--- src/rtl/core/assert_macros.svh ---
// ----------------------------------------------------------------------------
// Assertion macros
// Shared concurrent assertion forms for the setpoint shaper.
// ----------------------------------------------------------------------------
`ifndef ASSERT_MACROS_SVH
`define ASSERT_MACROS_SVH

// same-cycle implication
`define MSS_ASSERT_IMP(name, clk, rst_n, pre, post) \
    name: assert property (@(posedge clk) disable iff (!rst_n) (pre) |-> (post)) \
        else $error("assertion failed");

// next-cycle implication
`define MSS_ASSERT_NEXT(name, clk, rst_n, pre, post) \
    name: assert property (@(posedge clk) disable iff (!rst_n) (pre) |=> (post)) \
        else $error("assertion failed");

`endif

--- src/rtl/core/mss_pkg.sv ---
// ----------------------------------------------------------------------------
// mss_pkg
// Types, constants and saturation helpers of the setpoint shaper.
// ----------------------------------------------------------------------------
package mss_pkg;

    localparam logic [31:0] ONE_MS_Q24   = 32'd16777;
    localparam logic [31:0] MIN_STEP_Q24 = 32'd168;
    localparam logic [32:0] ONE_Q24      = 33'h0_0100_0000;
    localparam logic [31:0] Q_MAX        = 32'h7FFF_FFFF;
    localparam logic [31:0] Q_MIN        = 32'h8000_0000;

    localparam logic [31:0] FWD_TAU_RST  = 32'd3355443;
    localparam logic [31:0] TURN_TAU_RST = 32'd838861;
    localparam logic [30:0] FWD_LIM_RST  = 31'd1928724480;
    localparam logic [30:0] TURN_LIM_RST = 31'd1285816320;

    localparam logic [1:0] CFG_FWD_TAU  = 2'd0;
    localparam logic [1:0] CFG_TURN_TAU = 2'd1;
    localparam logic [1:0] CFG_FWD_LIM  = 2'd2;
    localparam logic [1:0] CFG_TURN_LIM = 2'd3;

    localparam int unsigned NUM_W  = 57;
    localparam int unsigned DEN_W  = 33;
    localparam int unsigned QUO_W  = 32;
    localparam int unsigned PROD_W = 65;

    typedef enum logic [4:0] {
        OP_NOP,
        OP_LOAD,
        OP_MUL_DV,
        OP_INTEG,
        OP_DIV_VA,
        OP_CIRC,
        OP_MUL_DT,
        OP_SET_DT,
        OP_DIV_AF,
        OP_TAKE_AF,
        OP_DIV_AT,
        OP_TAKE_AT,
        OP_DIV_REQ,
        OP_TAKE_REQ,
        OP_CLIP,
        OP_MUL_S,
        OP_ACC_MUL,
        OP_ACC2,
        OP_SMOOTH,
        OP_MUL_OUT,
        OP_FINISH,
        OP_PUSH
    } t_op;

    typedef struct packed {
        t_op  op;
        logic axis;
    } t_cmd;

    typedef struct packed {
        logic action;
        logic radius_zero;
        logic div_busy;
        logic out_free;
    } t_stat;

    function automatic logic [31:0] mag32(input logic [31:0] v);
        return v[31] ? (32'd0 - v) : v;
    endfunction

    function automatic logic signed [33:0] ext34(input logic [31:0] v);
        return $signed({{2{v[31]}}, v});
    endfunction

    function automatic logic [32:0] mag34(input logic signed [33:0] v);
        logic [33:0] n;
        n = 34'd0 - v;
        return v[33] ? n[32:0] : v[32:0];
    endfunction

    function automatic logic [65:0] ext66(input logic [31:0] v);
        return {{34{v[31]}}, v};
    endfunction

    function automatic logic [31:0] sat_mag(input logic neg, input logic [64:0] m);
        logic [31:0] r;
        if (neg) begin
            r = (m >= 65'h0_8000_0000) ? Q_MIN : (32'd0 - m[31:0]);
        end else begin
            r = (m > 65'h0_7FFF_FFFF) ? Q_MAX : m[31:0];
        end
        return r;
    endfunction

    function automatic logic [31:0] sat_s(input logic [65:0] v);
        logic [31:0] r;
        if (v[65:31] == {35{v[65]}}) begin
            r = v[31:0];
        end else begin
            r = v[65] ? Q_MIN : Q_MAX;
        end
        return r;
    endfunction

endpackage

--- src/rtl/core/mss_ctrl.sv ---
// ----------------------------------------------------------------------------
// mss_ctrl
// Sequencer: steps the datapath through one item.
// ----------------------------------------------------------------------------
module mss_ctrl (
    input  logic           i_clk,
    input  logic           i_rst_n,
    input  logic           i_in_valid,
    input  mss_pkg::t_stat i_stat,
    output logic           o_in_ready,
    output mss_pkg::t_cmd  o_cmd
);
    import mss_pkg::*;

    typedef enum logic [4:0] {
        S_IDLE, S_MUL_DV, S_INTEG, S_DIV_VA, S_W_VA, S_CIRC,
        S_MUL_DT, S_SET_DT, S_DIV_AF, S_W_AF, S_TAKE_AF,
        S_DIV_AT, S_W_AT, S_TAKE_AT, S_DIV_REQ, S_W_REQ, S_TAKE_REQ,
        S_CLIP, S_MUL_S, S_ACC_MUL, S_ACC2, S_SMOOTH, S_MUL_OUT,
        S_FINISH, S_PUSH
    } t_state;

    t_state r_state;
    logic   r_axis;

    always_ff @(posedge i_clk) begin
        if (!i_rst_n) begin
            r_state <= S_IDLE;
            r_axis  <= 1'b0;
        end else begin
            unique case (r_state)
                S_IDLE: begin
                    r_axis <= 1'b0;
                    if (i_in_valid) begin
                        r_state <= S_MUL_DV;
                    end
                end
                S_MUL_DV: begin
                    r_state <= i_stat.action ? S_INTEG : S_MUL_DT;
                end
                S_INTEG:    r_state <= i_stat.radius_zero ? S_CIRC : S_DIV_VA;
                S_DIV_VA:   r_state <= S_W_VA;
                S_W_VA:     if (!i_stat.div_busy) r_state <= S_CIRC;
                S_CIRC:     r_state <= S_MUL_DT;
                S_MUL_DT:   r_state <= S_SET_DT;
                S_SET_DT:   r_state <= S_DIV_AF;
                S_DIV_AF:   r_state <= S_W_AF;
                S_W_AF:     if (!i_stat.div_busy) r_state <= S_TAKE_AF;
                S_TAKE_AF:  r_state <= S_DIV_AT;
                S_DIV_AT:   r_state <= S_W_AT;
                S_W_AT:     if (!i_stat.div_busy) r_state <= S_TAKE_AT;
                S_TAKE_AT:  r_state <= S_DIV_REQ;
                S_DIV_REQ:  r_state <= S_W_REQ;
                S_W_REQ:    if (!i_stat.div_busy) r_state <= S_TAKE_REQ;
                S_TAKE_REQ: r_state <= S_CLIP;
                S_CLIP:     r_state <= S_MUL_S;
                S_MUL_S:    r_state <= S_ACC_MUL;
                S_ACC_MUL:  r_state <= S_ACC2;
                S_ACC2:     r_state <= S_SMOOTH;
                S_SMOOTH:   r_state <= S_MUL_OUT;
                S_MUL_OUT:  r_state <= S_FINISH;
                S_FINISH: begin
                    if (r_axis) begin
                        r_state <= S_PUSH;
                    end else begin
                        r_axis  <= 1'b1;
                        r_state <= S_DIV_REQ;
                    end
                end
                S_PUSH:     if (i_stat.out_free) r_state <= S_IDLE;
                default:    r_state <= S_IDLE;
            endcase
        end
    end

    // the circle step multiply is harmless on position requests
    always_comb begin
        o_cmd.axis = r_axis;
        unique case (r_state)
            S_IDLE:     o_cmd.op = i_in_valid ? OP_LOAD : OP_NOP;
            S_MUL_DV:   o_cmd.op = OP_MUL_DV;
            S_INTEG:    o_cmd.op = OP_INTEG;
            S_DIV_VA:   o_cmd.op = OP_DIV_VA;
            S_CIRC:     o_cmd.op = OP_CIRC;
            S_MUL_DT:   o_cmd.op = OP_MUL_DT;
            S_SET_DT:   o_cmd.op = OP_SET_DT;
            S_DIV_AF:   o_cmd.op = OP_DIV_AF;
            S_TAKE_AF:  o_cmd.op = OP_TAKE_AF;
            S_DIV_AT:   o_cmd.op = OP_DIV_AT;
            S_TAKE_AT:  o_cmd.op = OP_TAKE_AT;
            S_DIV_REQ:  o_cmd.op = OP_DIV_REQ;
            S_TAKE_REQ: o_cmd.op = OP_TAKE_REQ;
            S_CLIP:     o_cmd.op = OP_CLIP;
            S_MUL_S:    o_cmd.op = OP_MUL_S;
            S_ACC_MUL:  o_cmd.op = OP_ACC_MUL;
            S_ACC2:     o_cmd.op = OP_ACC2;
            S_SMOOTH:   o_cmd.op = OP_SMOOTH;
            S_MUL_OUT:  o_cmd.op = OP_MUL_OUT;
            S_FINISH:   o_cmd.op = OP_FINISH;
            S_PUSH:     o_cmd.op = i_stat.out_free ? OP_PUSH : OP_NOP;
            default:    o_cmd.op = OP_NOP;
        endcase
    end

    assign o_in_ready = (r_state == S_IDLE);
endmodule

--- config.mk ---
export PLATFORM = sky130hd
export DESIGN_NAME = mss_ctrl
export DESIGN_NICKNAME = d
export VERILOG_FILES = /design/src/rtl/core/assert_macros.svh /design/src/rtl/core/mss_pkg.sv /design/src/rtl/core/mss_ctrl.sv
export SDC_FILE = /design/constraint.sdc
export NUM_CORES = 1
export LEC_CHECK = 0
export BUFFER_PORTS_ARGS = -buffer_cell sky130_fd_sc_hd__buf_2
export CAP_MARGIN = 20
export CELL_PAD_IN_SITES_DETAIL_PLACEMENT = 1
export CELL_PAD_IN_SITES_GLOBAL_PLACEMENT = 1
export CORE_MARGIN = 2
export CORE_UTILIZATION = 30
export DETAILED_ROUTE_END_ITERATION = 7
export GPL_TIMING_DRIVEN = 1
export PLACE_DENSITY = 0.68
export SYNTH_ARGS = -nofsm -noshare
export SYNTH_HDL_FRONTEND = slang
export SYNTH_SLANG_ARGS = --single-unit
--- constraint.sdc ---
create_clock -name i_clk -period 2.1 [get_ports i_clk]
set_input_delay 0.105 -clock i_clk [delete_from_list [all_inputs] [get_ports i_clk]]
set_output_delay 0.105 -clock i_clk [all_outputs]
set_load 0.02 [all_outputs]
# Word-level counts from Yosys, hierarchy flattened
# Index checks and enable logic that the tools add are counted.
[op_classes] eq_ne=30 reduce_logical=3 muxes=14
[op_table] cell="5-bit one-hot mux with 25 select lines" count=1
[op_table] cell="5-bit one-hot mux with 21 select lines" count=1
[op_table] cell="5-bit equality test (second input constant)" count=9
[op_table] cell="5-bit by 4-bit equality test with 1-bit output (second input constant)" count=8
[op_table] cell="5-bit two-way mux" count=8
[op_table] cell="5-bit by 3-bit equality test with 1-bit output (second input constant)" count=4
[op_table] cell="2-bit != test (second input constant)" count=6
[op_table] cell="5-bit by 2-bit equality test with 1-bit output (second input constant)" count=2
[op_table] cell="3-bit two-way mux" count=2
[op_table] cell="6-bit AND reduction" count=1
[op_table] cell="5-bit by 1-bit equality test with 1-bit output (second input constant)" count=1
[op_table] cell="5-bit logical NOT" count=1
[op_table] cell="1-bit one-hot mux with 2 select lines" count=1
[op_table] cell="2-bit nonzero test" count=1
[op_table] cell="1-bit two-way mux" count=1
[word_totals] regBits=6 output_inout_bits=7 elab_cells=49

# Longest topological paths before layout
# Gate-level depths: netlist (run 1).
[depth] word_depth=3 depth_mapped=6

# Worst setup path before layout (run 1)
# Ideal clock, no wire load.
[synth_path] kind="register to register" startpoint="register r_state[0]" endpoint="register r_state[4]" synth_period_minus_slack_ps=1548 path_slack_ps=552 setup_time_ps=117 t_arrival_ps=1430 stages_incl_launch_ff=5 path_buffers=1 cell_sequence="dfxtp_1 > buf_6 > or4_4 > o31a_1 > a32o_1"
[synth_between] elab_chain_len=3 elab_cells_between_ends=33 classes_between="eq/ne: 30; mux: 1; reduce/logical: 2"
[synth_rtl] item="start: declaration" line_no="mss_ctrl.sv:23" rtl="t_state r_state;"
[synth_rtl] item="start signal: assignment" line_no="mss_ctrl.sv:39" rtl="r_state <= i_stat.action ? S_INTEG : S_MUL_DT;"
[synth_rtl] item="start signal: assignment" line_no="mss_ctrl.sv:41" rtl="S_INTEG: r_state <= i_stat.radius_zero ? S_CIRC : S_DIV_VA;"
[synth_rtl] item="5-bit by 3-bit equality test with 1-bit output, or another cell as far along" line_no="mss_ctrl.sv:31" rtl="unique case (r_state)"
[synth_rtl] item="2-bit != test (no source line)"
[synth_rtl] item="6-bit AND reduction (no source line)"
# Parallel ways exist; a longest one is shown, timed or not.
# A chain may end at the register's enable or synchronous reset.

==> reports/qor.txt, run 1 <==
Crit-path slowest cell - dfxtp_1
Die height - 50.08 um
Syn_nets - 100
Initial antenna violation count - 0
Setup Skew - 3.268 ps
Area growth, synth to finish - 16.11%
GP Congestion - 0.7537
Period utilisation layout - 93.97%
Yosys reg bits - 6
Crit. End Element - output port
Startpoint types - flip-flop
Worst setup path category - flip-flop to output port
Setup TNS Final - 0 ps
Vias in the first global route - 703
Post-detailed-route count of antenna-violating nets - 0
Setup bufs post-CTS - 0
Crit path largest cell delay - 700 ps
DR iter-0 viols - 4
Slew margin rel. - 59.37%
NumNets Final - 113
Synthesized area - 636.9 um2
Post-synthesis area per instance - 6.848 um2
Worst path arrival time - 1870 ps
Die area - 2508 um2
Layout cells sized above 1 - 22.12%
Synth cell types - 36
Worst Path Buf+Inv - 1
Longest Clk Path Bufs - 2
Pins Over Slew Limit - 0
GRT Residual Overflow - 0
Row cnt - 16
DRT Pass-1 Iters - 4
Slew at the pin with the worst max-slew slack - 608.6 ps
Leak - 0.2764 nW
Clk sinks - 6
Vias - 726
Io pins - 14
CTS tree - built
Via-to-Cell Ratio - 5.542
GRT Overall Usage - 16.52%
Clock latency on the worst-skew pair - 240 ps
Cell Chain, Critical Path - and2_0, and3_1, a21oi_1, o31ai_1, buf_2
Net Sw Frac - 37.26%
Worst vdd ir - 374.6 uV
Tightest Hold Check Type - input pin to flip-flop
H-tree Lvls - 1
Max-capacitance violation count - 0
Max Freq - 506.8 MHz
PwrDens - 565.6 nW/um2
Pint - 262.4 uW
Syn. warnings - 0
Final hold viol count - 0
Crit path required time - 2000 ps
Die width - 50.08 um
Initial core utilization - 32.13%
Max FO, Critical Path - 18
Gate power share - 39.0%
P_sw - 155.8 uW
Post-Syn Instances - 93
Root buffer cell - clkbuf_4
Hold buffer count at CTS - 0
Run status - finished clean
WL per Instance - 14.44 um
Flop pwr share - 35.9%
Post-synthesis sequential area ratio - 18.86%
Core area - 1982 um2
Post-CTS Resized - 0
Largest net degree at the start of global routing - 19
Port bufs - 13
Final Critical Period - 1973 ps
WL final - 1891 um
Cell family with most CP delay - flip-flops
DRC viols - 0
Global-route wire length before repair - 3194 um
DPL Wire Length - 1390 um
Reg clk slew, reported paths - 40 ps
Hold_ws - 165.2 ps
CTS Buf Count - 3
Final setup violation count - 0
# diodes - 0
Clock power frac - 25.0%
RSZ-0062 raised after global routing - no
==> worst register-to-register path, delay by kind of cell, from the launching register on <==
family	cells	cell delay, ps
DFF	1	700
and+or+nand+nor	3	750
AOI/OAI and AO/OA	1	280
==> cell type report <==
class / count / area, um2
Sequential cell: 6 / 120.1
Tap cell: 27 / 33.78
Clock buffer: 3 / 22.52
Multi-Input combinational cell: 72 / 445.4
Inverter: 6 / 22.52
Fill cell: 260 / 1242
Timing Repair Buffer: 17 / 95.09
==> layer usage <==
metal | part of all wire, % | global-route usage, %
met2 | 46 | 26.32
met3 | 4.0 | 3.939
met5 | 0 | 0
met4 | 0.79 | 5.556
met1 | 49 | 21.53
==> state kept, by name, summed over array words and instances (netlist names) <==
signal	cells
r_state	5
r_axis	1
==> cell usage after synthesis <==
cell	number	area, um2
nand4b_1	1	8.760
o31a_1	1	8.760
and2_0	1	6.260
a32oi_1	1	8.760
mux2i_1	1	10.01
buf_4	1	7.510
or2_2	1	6.260
and3_1	1	6.260
inv_1	6	22.52
a32o_1	2	20.02
nand2_1	6	22.52
buf_6	1	11.26
clkbuf_1	2	7.510
buf_2	3	15.01
or4_4	1	11.26
a2111oi_2	1	15.01
o31ai_1	3	22.52
dfxtp_1	6	120.1
nand3b_1	2	15.01
a221oi_1	1	8.760
o22ai_1	4	25.02
or2b_1	1	7.510
buf_1	2	7.510
nand3_1	1	5.000
nand2b_1	3	18.77
xnor2_1	1	8.760
o32ai_1	2	17.52
nor3b_1	1	7.510
nor2b_1	2	12.51
o21ai_0	8	40.04
a21o_1	1	7.510
nor2_1	8	30.03
nand4bb_1	1	11.26
a21oi_1	10	50.05
nor3_1	5	25.02
nor4b_1	1	8.760
==> power by group through the flow <==
stage                     registers (mW)  logic (mW)  clock network, mW
after floorplan                    0.126       0.146                  0
after global placement             0.152       0.162                  0
after detailed placement           0.152       0.162                  0
after CTS                          0.150       0.163              0.110
after global routing               0.153       0.179              0.118
final                              0.150       0.163              0.105
==> metrics by stage <==
step	std cells	setup slack, ps	utilization (%)	instance area (um2)	total power [mW]
finish	131	126.7	37.31	739.5	0.4182
global route	131	2.629	37.31	739.5	0.4498
CTS	131	137.2	37.31	739.5	0.4236
detailed placement	128	284.0	36.17	716.9	0.3139
global placement	128	340.4	36.17	716.9	0.3141
floorplan	93	552.4	-	636.9	0.2728
==> worst paths after layout <==
check              from         end  slack (ps)  depth (start not counted)
max          r_state[1]    o_cmd[3]         130                          5
min             i_rst_n  r_state[4]         170                          2
max reg2reg  r_state[1]  r_state[2]         270                          4
min reg2reg      r_axis      r_axis         580                          2
==> logic make-up (layout without fill, tap and decap cells) <==
kind of cell | after synthesis | count (layout) | share of synthesized area [%]
AOI/OAI and AO/OA | 34 | 34 | 35.17
and+or+nand+nor | 36 | 36 | 31.83
buffers and inverters | 15 | 26 | 11.20
muxes | 1 | 1 | 1.572
xor gates and xnor gates | 1 | 1 | 1.375
DFF | 6 | 6 | 18.86
==> cell usage in the layout, fill, tap and decap left out, types with 2 or more instances in the layout <==
master,n
nor2b_1,2
clkbuf_4,3
nor3_1,5
nand2_1,6
a21oi_1,10
nor2_1,8
buf_2,13
o21ai_0,8
nand3b_1,2
inv_1,6
o32ai_1,2
a32o_1,2
o22ai_1,4
buf_4,4
nand2b_1,3
o31ai_1,3
dfxtp_1,6
(Power assumes the default switching activity.)
==> inputs of run 2 (changes only) <==
clock period = 2.3 ns   (was 2.1 ns; I/O delays follow)
==> run 2 against run 1 <==
Combinational power decreased by 17%. Cell count decreased by 2.3%. Flip-flop and latch count unchanged. Clock power increased by 4%. Critical path depth unchanged. Critical endpoint is now o_cmd[4]. Clock skew increased by 2.9 ps. Worst hold slack got worse by 1.3 ps. Total power decreased by 6.6%.
==> reports/qor.txt, run 2 (same netlist as run 1, synthesis figures left out) <==
Final hold viol count - 0
Global-route wire length before repair - 3546 um
Longest Clk Path Bufs - 2
Clk sinks - 6
Slew at the pin with the worst max-slew slack - 658.5 ps
Crit path required time - 2180 ps
Layout cells sized above 1 - 19.80%
Period utilisation layout - 90.44%
Post-CTS Resized - 0
CTS tree - built
CTS Buf Count - 3
Setup Skew - 6.213 ps
Die height - 50.08 um
Vias - 751
Post-detailed-route count of antenna-violating nets - 0
Total Power - 390.5 uW
Max FO, Critical Path - 18
Max Freq - 480.7 MHz
P_sw - 156.3 uW
Leak - 0.2605 nW
Pins Over Slew Limit - 0
Max-capacitance violation count - 0
DPL Wire Length - 1480 um
RSZ-0062 raised after global routing - no
DR iter-0 viols - 22
Clock latency on the worst-skew pair - 260 ps
WHS Path Cells - 3
Tightest Hold Check Type - input pin to flip-flop
Initial core utilization - 32.13%
WL per Instance - 16.35 um
Max FFs per register - 5
Core area - 1982 um2
Row cnt - 16
DRC viols - 0
Worst setup path category - flip-flop to output port
H-tree Lvls - 1
Flop pwr share - 37.3%
GP Congestion - 0.7311
Port bufs - 13
Vias in the first global route - 706
Final Critical Period - 2080 ps
Most common cell after layout, fill and taps aside - buf_2
Setup bufs post-CTS - 0
Initial antenna violation count - 0
Run status - finished clean
Most flops, register - r_state
Largest regs - r_state (5), r_axis (1)
Final setup violation count - 0
NumNets Final - 110
Gate power share - 34.7%
Reg clk slew, reported paths - 50 ps
GRT Residual Overflow - 0
Net Sw Frac - 40.02%
Via-to-Cell Ratio - 5.867
Largest net degree at the start of global routing - 22
Startpoint types - flip-flop
Area growth, synth to finish - 12.57%
Crit. End Element - output port
WL final - 2093 um
Root buffer cell - clkbuf_4
DRT Pass-1 Iters - 4
Die area - 2508 um2
Io pins - 14
R2R depth - 4
Setup TNS Final - 0 ps
Pint - 234.2 uW
Clock power frac - 27.9%
Slew margin rel. - 56.04%
# diodes - 0
GRT Overall Usage - 18.83%
PwrDens - 544.7 nW/um2
Hold buffer count at CTS - 0
Setup ws final - 219.9 ps
Worst path arrival time - 1970 ps
Worst vdd ir - 251.0 uV
Setup Slack @ Placement - 419.0 ps
Commonest cells after routing, fill and taps aside - buf_2, a21oi_1, nor2_1, o21ai_0
Die width - 50.08 um
[run 2: changes by cell type in the layout (fill, tap and decap cells not counted)]
| cell | change |
|---|---|
| buf_4 | -3 |
[run 2: worst max-delay path, stage by stage, from the launching register on]
cell and delay [ps]:
dfxtp_1 720, and2_0 410, nor2_1 110, a21oi_1 190, o22ai_1 90, buf_2 180
[run 2: final cells by class]
| type | count | area [um2] |
|---|---|---|
| Inverter | 6 | 22.52 |
| Tap cell | 27 | 33.78 |
| Timing Repair Buffer | 14 | 72.57 |
| Fill cell | 263 | 1265 |
| Sequential cell | 6 | 120.1 |
| Clock buffer | 3 | 22.52 |
| Multi-Input combinational cell | 72 | 445.4 |
[run 2: power groups by stage]
stage,Clock (mW),Combinational (mW),Sequential [mW]
6_report,0.109,0.136,0.146
4_1_cts,0.112,0.136,0.145
3_3_place_gp,0,0.131,0.146
3_5_place_dp,0,0.135,0.147
5_1_grt,0.116,0.149,0.150
2_1_floorplan,0,0.134,0.115
[run 2: per-stage QoR]
| step | hold WS [ps] | cell area, um2 | std cells | util [%] |
|---|---|---|---|---|
| 3_3_place_gp | 415.7 | 694.4 | 125 | 35.04 |
| 6_report | 163.9 | 716.9 | 128 | 36.17 |
| 3_5_place_dp | 436.2 | 694.4 | 125 | 35.04 |
| 2_1_floorplan | 223.6 | 636.9 | 93 | - |
| 4_1_cts | 154.7 | 716.9 | 128 | 36.17 |
| 5_1_grt | 183.0 | 716.9 | 128 | 36.17 |
[run 2: per-layer routing]
metal | part of all wire, % | vias to the layer above | GRT usage, %
met1 | 46 | 369 | 24.26
met5 | 0 | - | 0
met3 | 4.2 | 4 | 5.152
met2 | 48 | 17 | 29.61
li1 | - | 361 | -
met4 | 1.7 | 0 | 6.944
[run 2: path summary, 6_finish.rpt]
path         startpoint          to  slack (ps)
min reg2reg      r_axis      r_axis         580
min             i_rst_n      r_axis         160
max reg2reg  r_state[2]  r_state[4]         400
max          r_state[1]    o_cmd[4]         220
==> inputs of run 3 (changes only) <==
GPL_TIMING_DRIVEN = 0   (was 1)
PLACE_DENSITY = 0.66   (was 0.68)
clock period = 2.69 ns   (was 2.3 ns; I/O delays follow)
==> run 3 against run 2 <==
Routed wire length fell by 2.1%. Utilization rose by 2.1 points. Via count up 3.3%. Largest cell class unchanged. Largest power group is now combinational cells.
==> reports/qor.txt, run 3 (same netlist as run 1, synthesis figures left out) <==
Final Critical Period - 2008 ps
Layout cells sized above 1 - 22.02%
Clock latency on the worst-skew pair - 250 ps
CTS Buf Count - 3
DRT Pass-1 Iters - 4
CTS tree - built
GP Congestion - 0.7717
Row cnt - 16
Clk sinks - 6
Largest net degree at the start of global routing - 11
Pins Over Slew Limit - 0
DRC viols - 0
Commonest cells after routing, fill and taps aside - buf_2, a21oi_1, nor2_1, o21ai_0
Worst vdd ir - 285.1 uV
Crit path required time - 2560 ps
Reg clk slew, reported paths - 50 ps
Run status - finished clean
Placed cell count - 133
Worst setup path category - flip-flop to output port
Die area - 2508 um2
Setup TNS Final - 0 ps
Max FFs per register - 5
WL final - 2049 um
Most flops, register - r_state
Final setup violation count - 0
Longest Clk Path Bufs - 2
RSZ-0062 raised after global routing - no
Post-detailed-route count of antenna-violating nets - 0
WL per Instance - 15.07 um
GRT Overall Usage - 18.32%
Initial core utilization - 32.13%
Io pins - 14
H-tree Lvls - 1
Via-to-Cell Ratio - 5.706
Core area - 1982 um2
Crit. End Element - output port
Max Freq - 497.9 MHz
Max-capacitance violation count - 0
Hold_ws - 202.6 ps
# diodes - 0
Max FO, Critical Path - 10
Worst path arrival time - 1870 ps
Die width - 50.08 um
Port bufs - 13
Initial antenna violation count - 0
Post-CTS Resized - 0
Root buffer cell - clkbuf_4
Slew at the pin with the worst max-slew slack - 541.5 ps
Slew margin rel. - 63.62%
Total Power - 338.2 uW
Die height - 50.08 um
Period utilisation layout - 74.67%
Setup ws final - 681.5 ps
Vias - 776
Tightest Hold Check Type - input pin to flip-flop
Hold buffer count at CTS - 0
Leak - 0.2868 nW
Setup Skew - 2.712 ps
Global-route wire length before repair - 3546 um
Area growth, synth to finish - 19.06%
Final hold viol count - 0
R2r setup slk - 1020 ps
NumNets Final - 118
Layout Cells excl Fill - 136
PwrDens - 446.1 nW/um2
Setup bufs post-CTS - 0
Vias in the first global route - 748
Setup Slack @ Placement - 979.3 ps
Startpoint types - flip-flop
Most common cell after layout, fill and taps aside - buf_2
GRT Residual Overflow - 0
DPL Wire Length - 1511 um
Largest regs - r_state (5), r_axis (1)
DR iter-0 viols - 16
-- run 3: changes by cell type in the layout (fill, tap and decap cells not counted), sizes merged --
| cell | previous run | this run |
|---|---|---|
| clkbuf | 3 | 5 |
| buf | 14 | 20 |
-- run 3: final timing paths --
path / end / start / cells past startpoint
worst max register to register: r_state[2] / r_state[0] / 5
worst min register to register: r_axis / r_axis / 2
worst max-delay path: o_cmd[4] / r_state[3] / 6
worst min-delay path: r_axis / i_rst_n / 3
-- run 3: per-stage QoR --
stage	util, %	area [um2]
floorplan	-	636.9
global placement	37.12	735.7
detailed placement	37.12	735.7
CTS	38.26	758.2
global route	38.26	758.2
finish	38.26	758.2
-- run 3: worst max-delay path: stages (launching register included) --
cell      delay, ps
dfxtp_1         400
clkbuf_1        370
inv_1           240
nor3_1          220
a21oi_1          60
o22ai_1         150
buf_2           180
-- run 3: cell type report --
| cell class | instances | area (um2) |
|---|---|---|
| plain buffers | 9 | 48.80 |
| clock buffers | 3 | 22.52 |
| fillers | 261 | 1224 |
| inverters | 6 | 22.52 |
| multi-input cells | 72 | 445.4 |
| flip-flops and latches | 6 | 120.1 |
| well taps | 27 | 33.78 |
| repair buffers | 13 | 65.06 |
-- run 3: metal layers --
layer  track usage [%]  share of wire [%]  up-vias
met5                 0                  0        -
met4             2.778                  0        0
met3             5.152                5.3        0
met2             28.95                 48       22
met1             25.00                 47      378
li1                  -                  -      376
-- run 3: power by group --
| group | switching (mW) | leakage, nW | internal (mW) | total (mW) |
|---|---|---|---|---|
| Combinational | 0.0923 | 0.224 | 0.0636 | 0.156 |
| Clock | 0.0343 | 0.0138 | 0.0506 | 0.0849 |
| Sequential | 0.00253 | 0.0488 | 0.0949 | 0.0975 |
| Total | 0.129 | 0.287 | 0.209 | 0.338 |
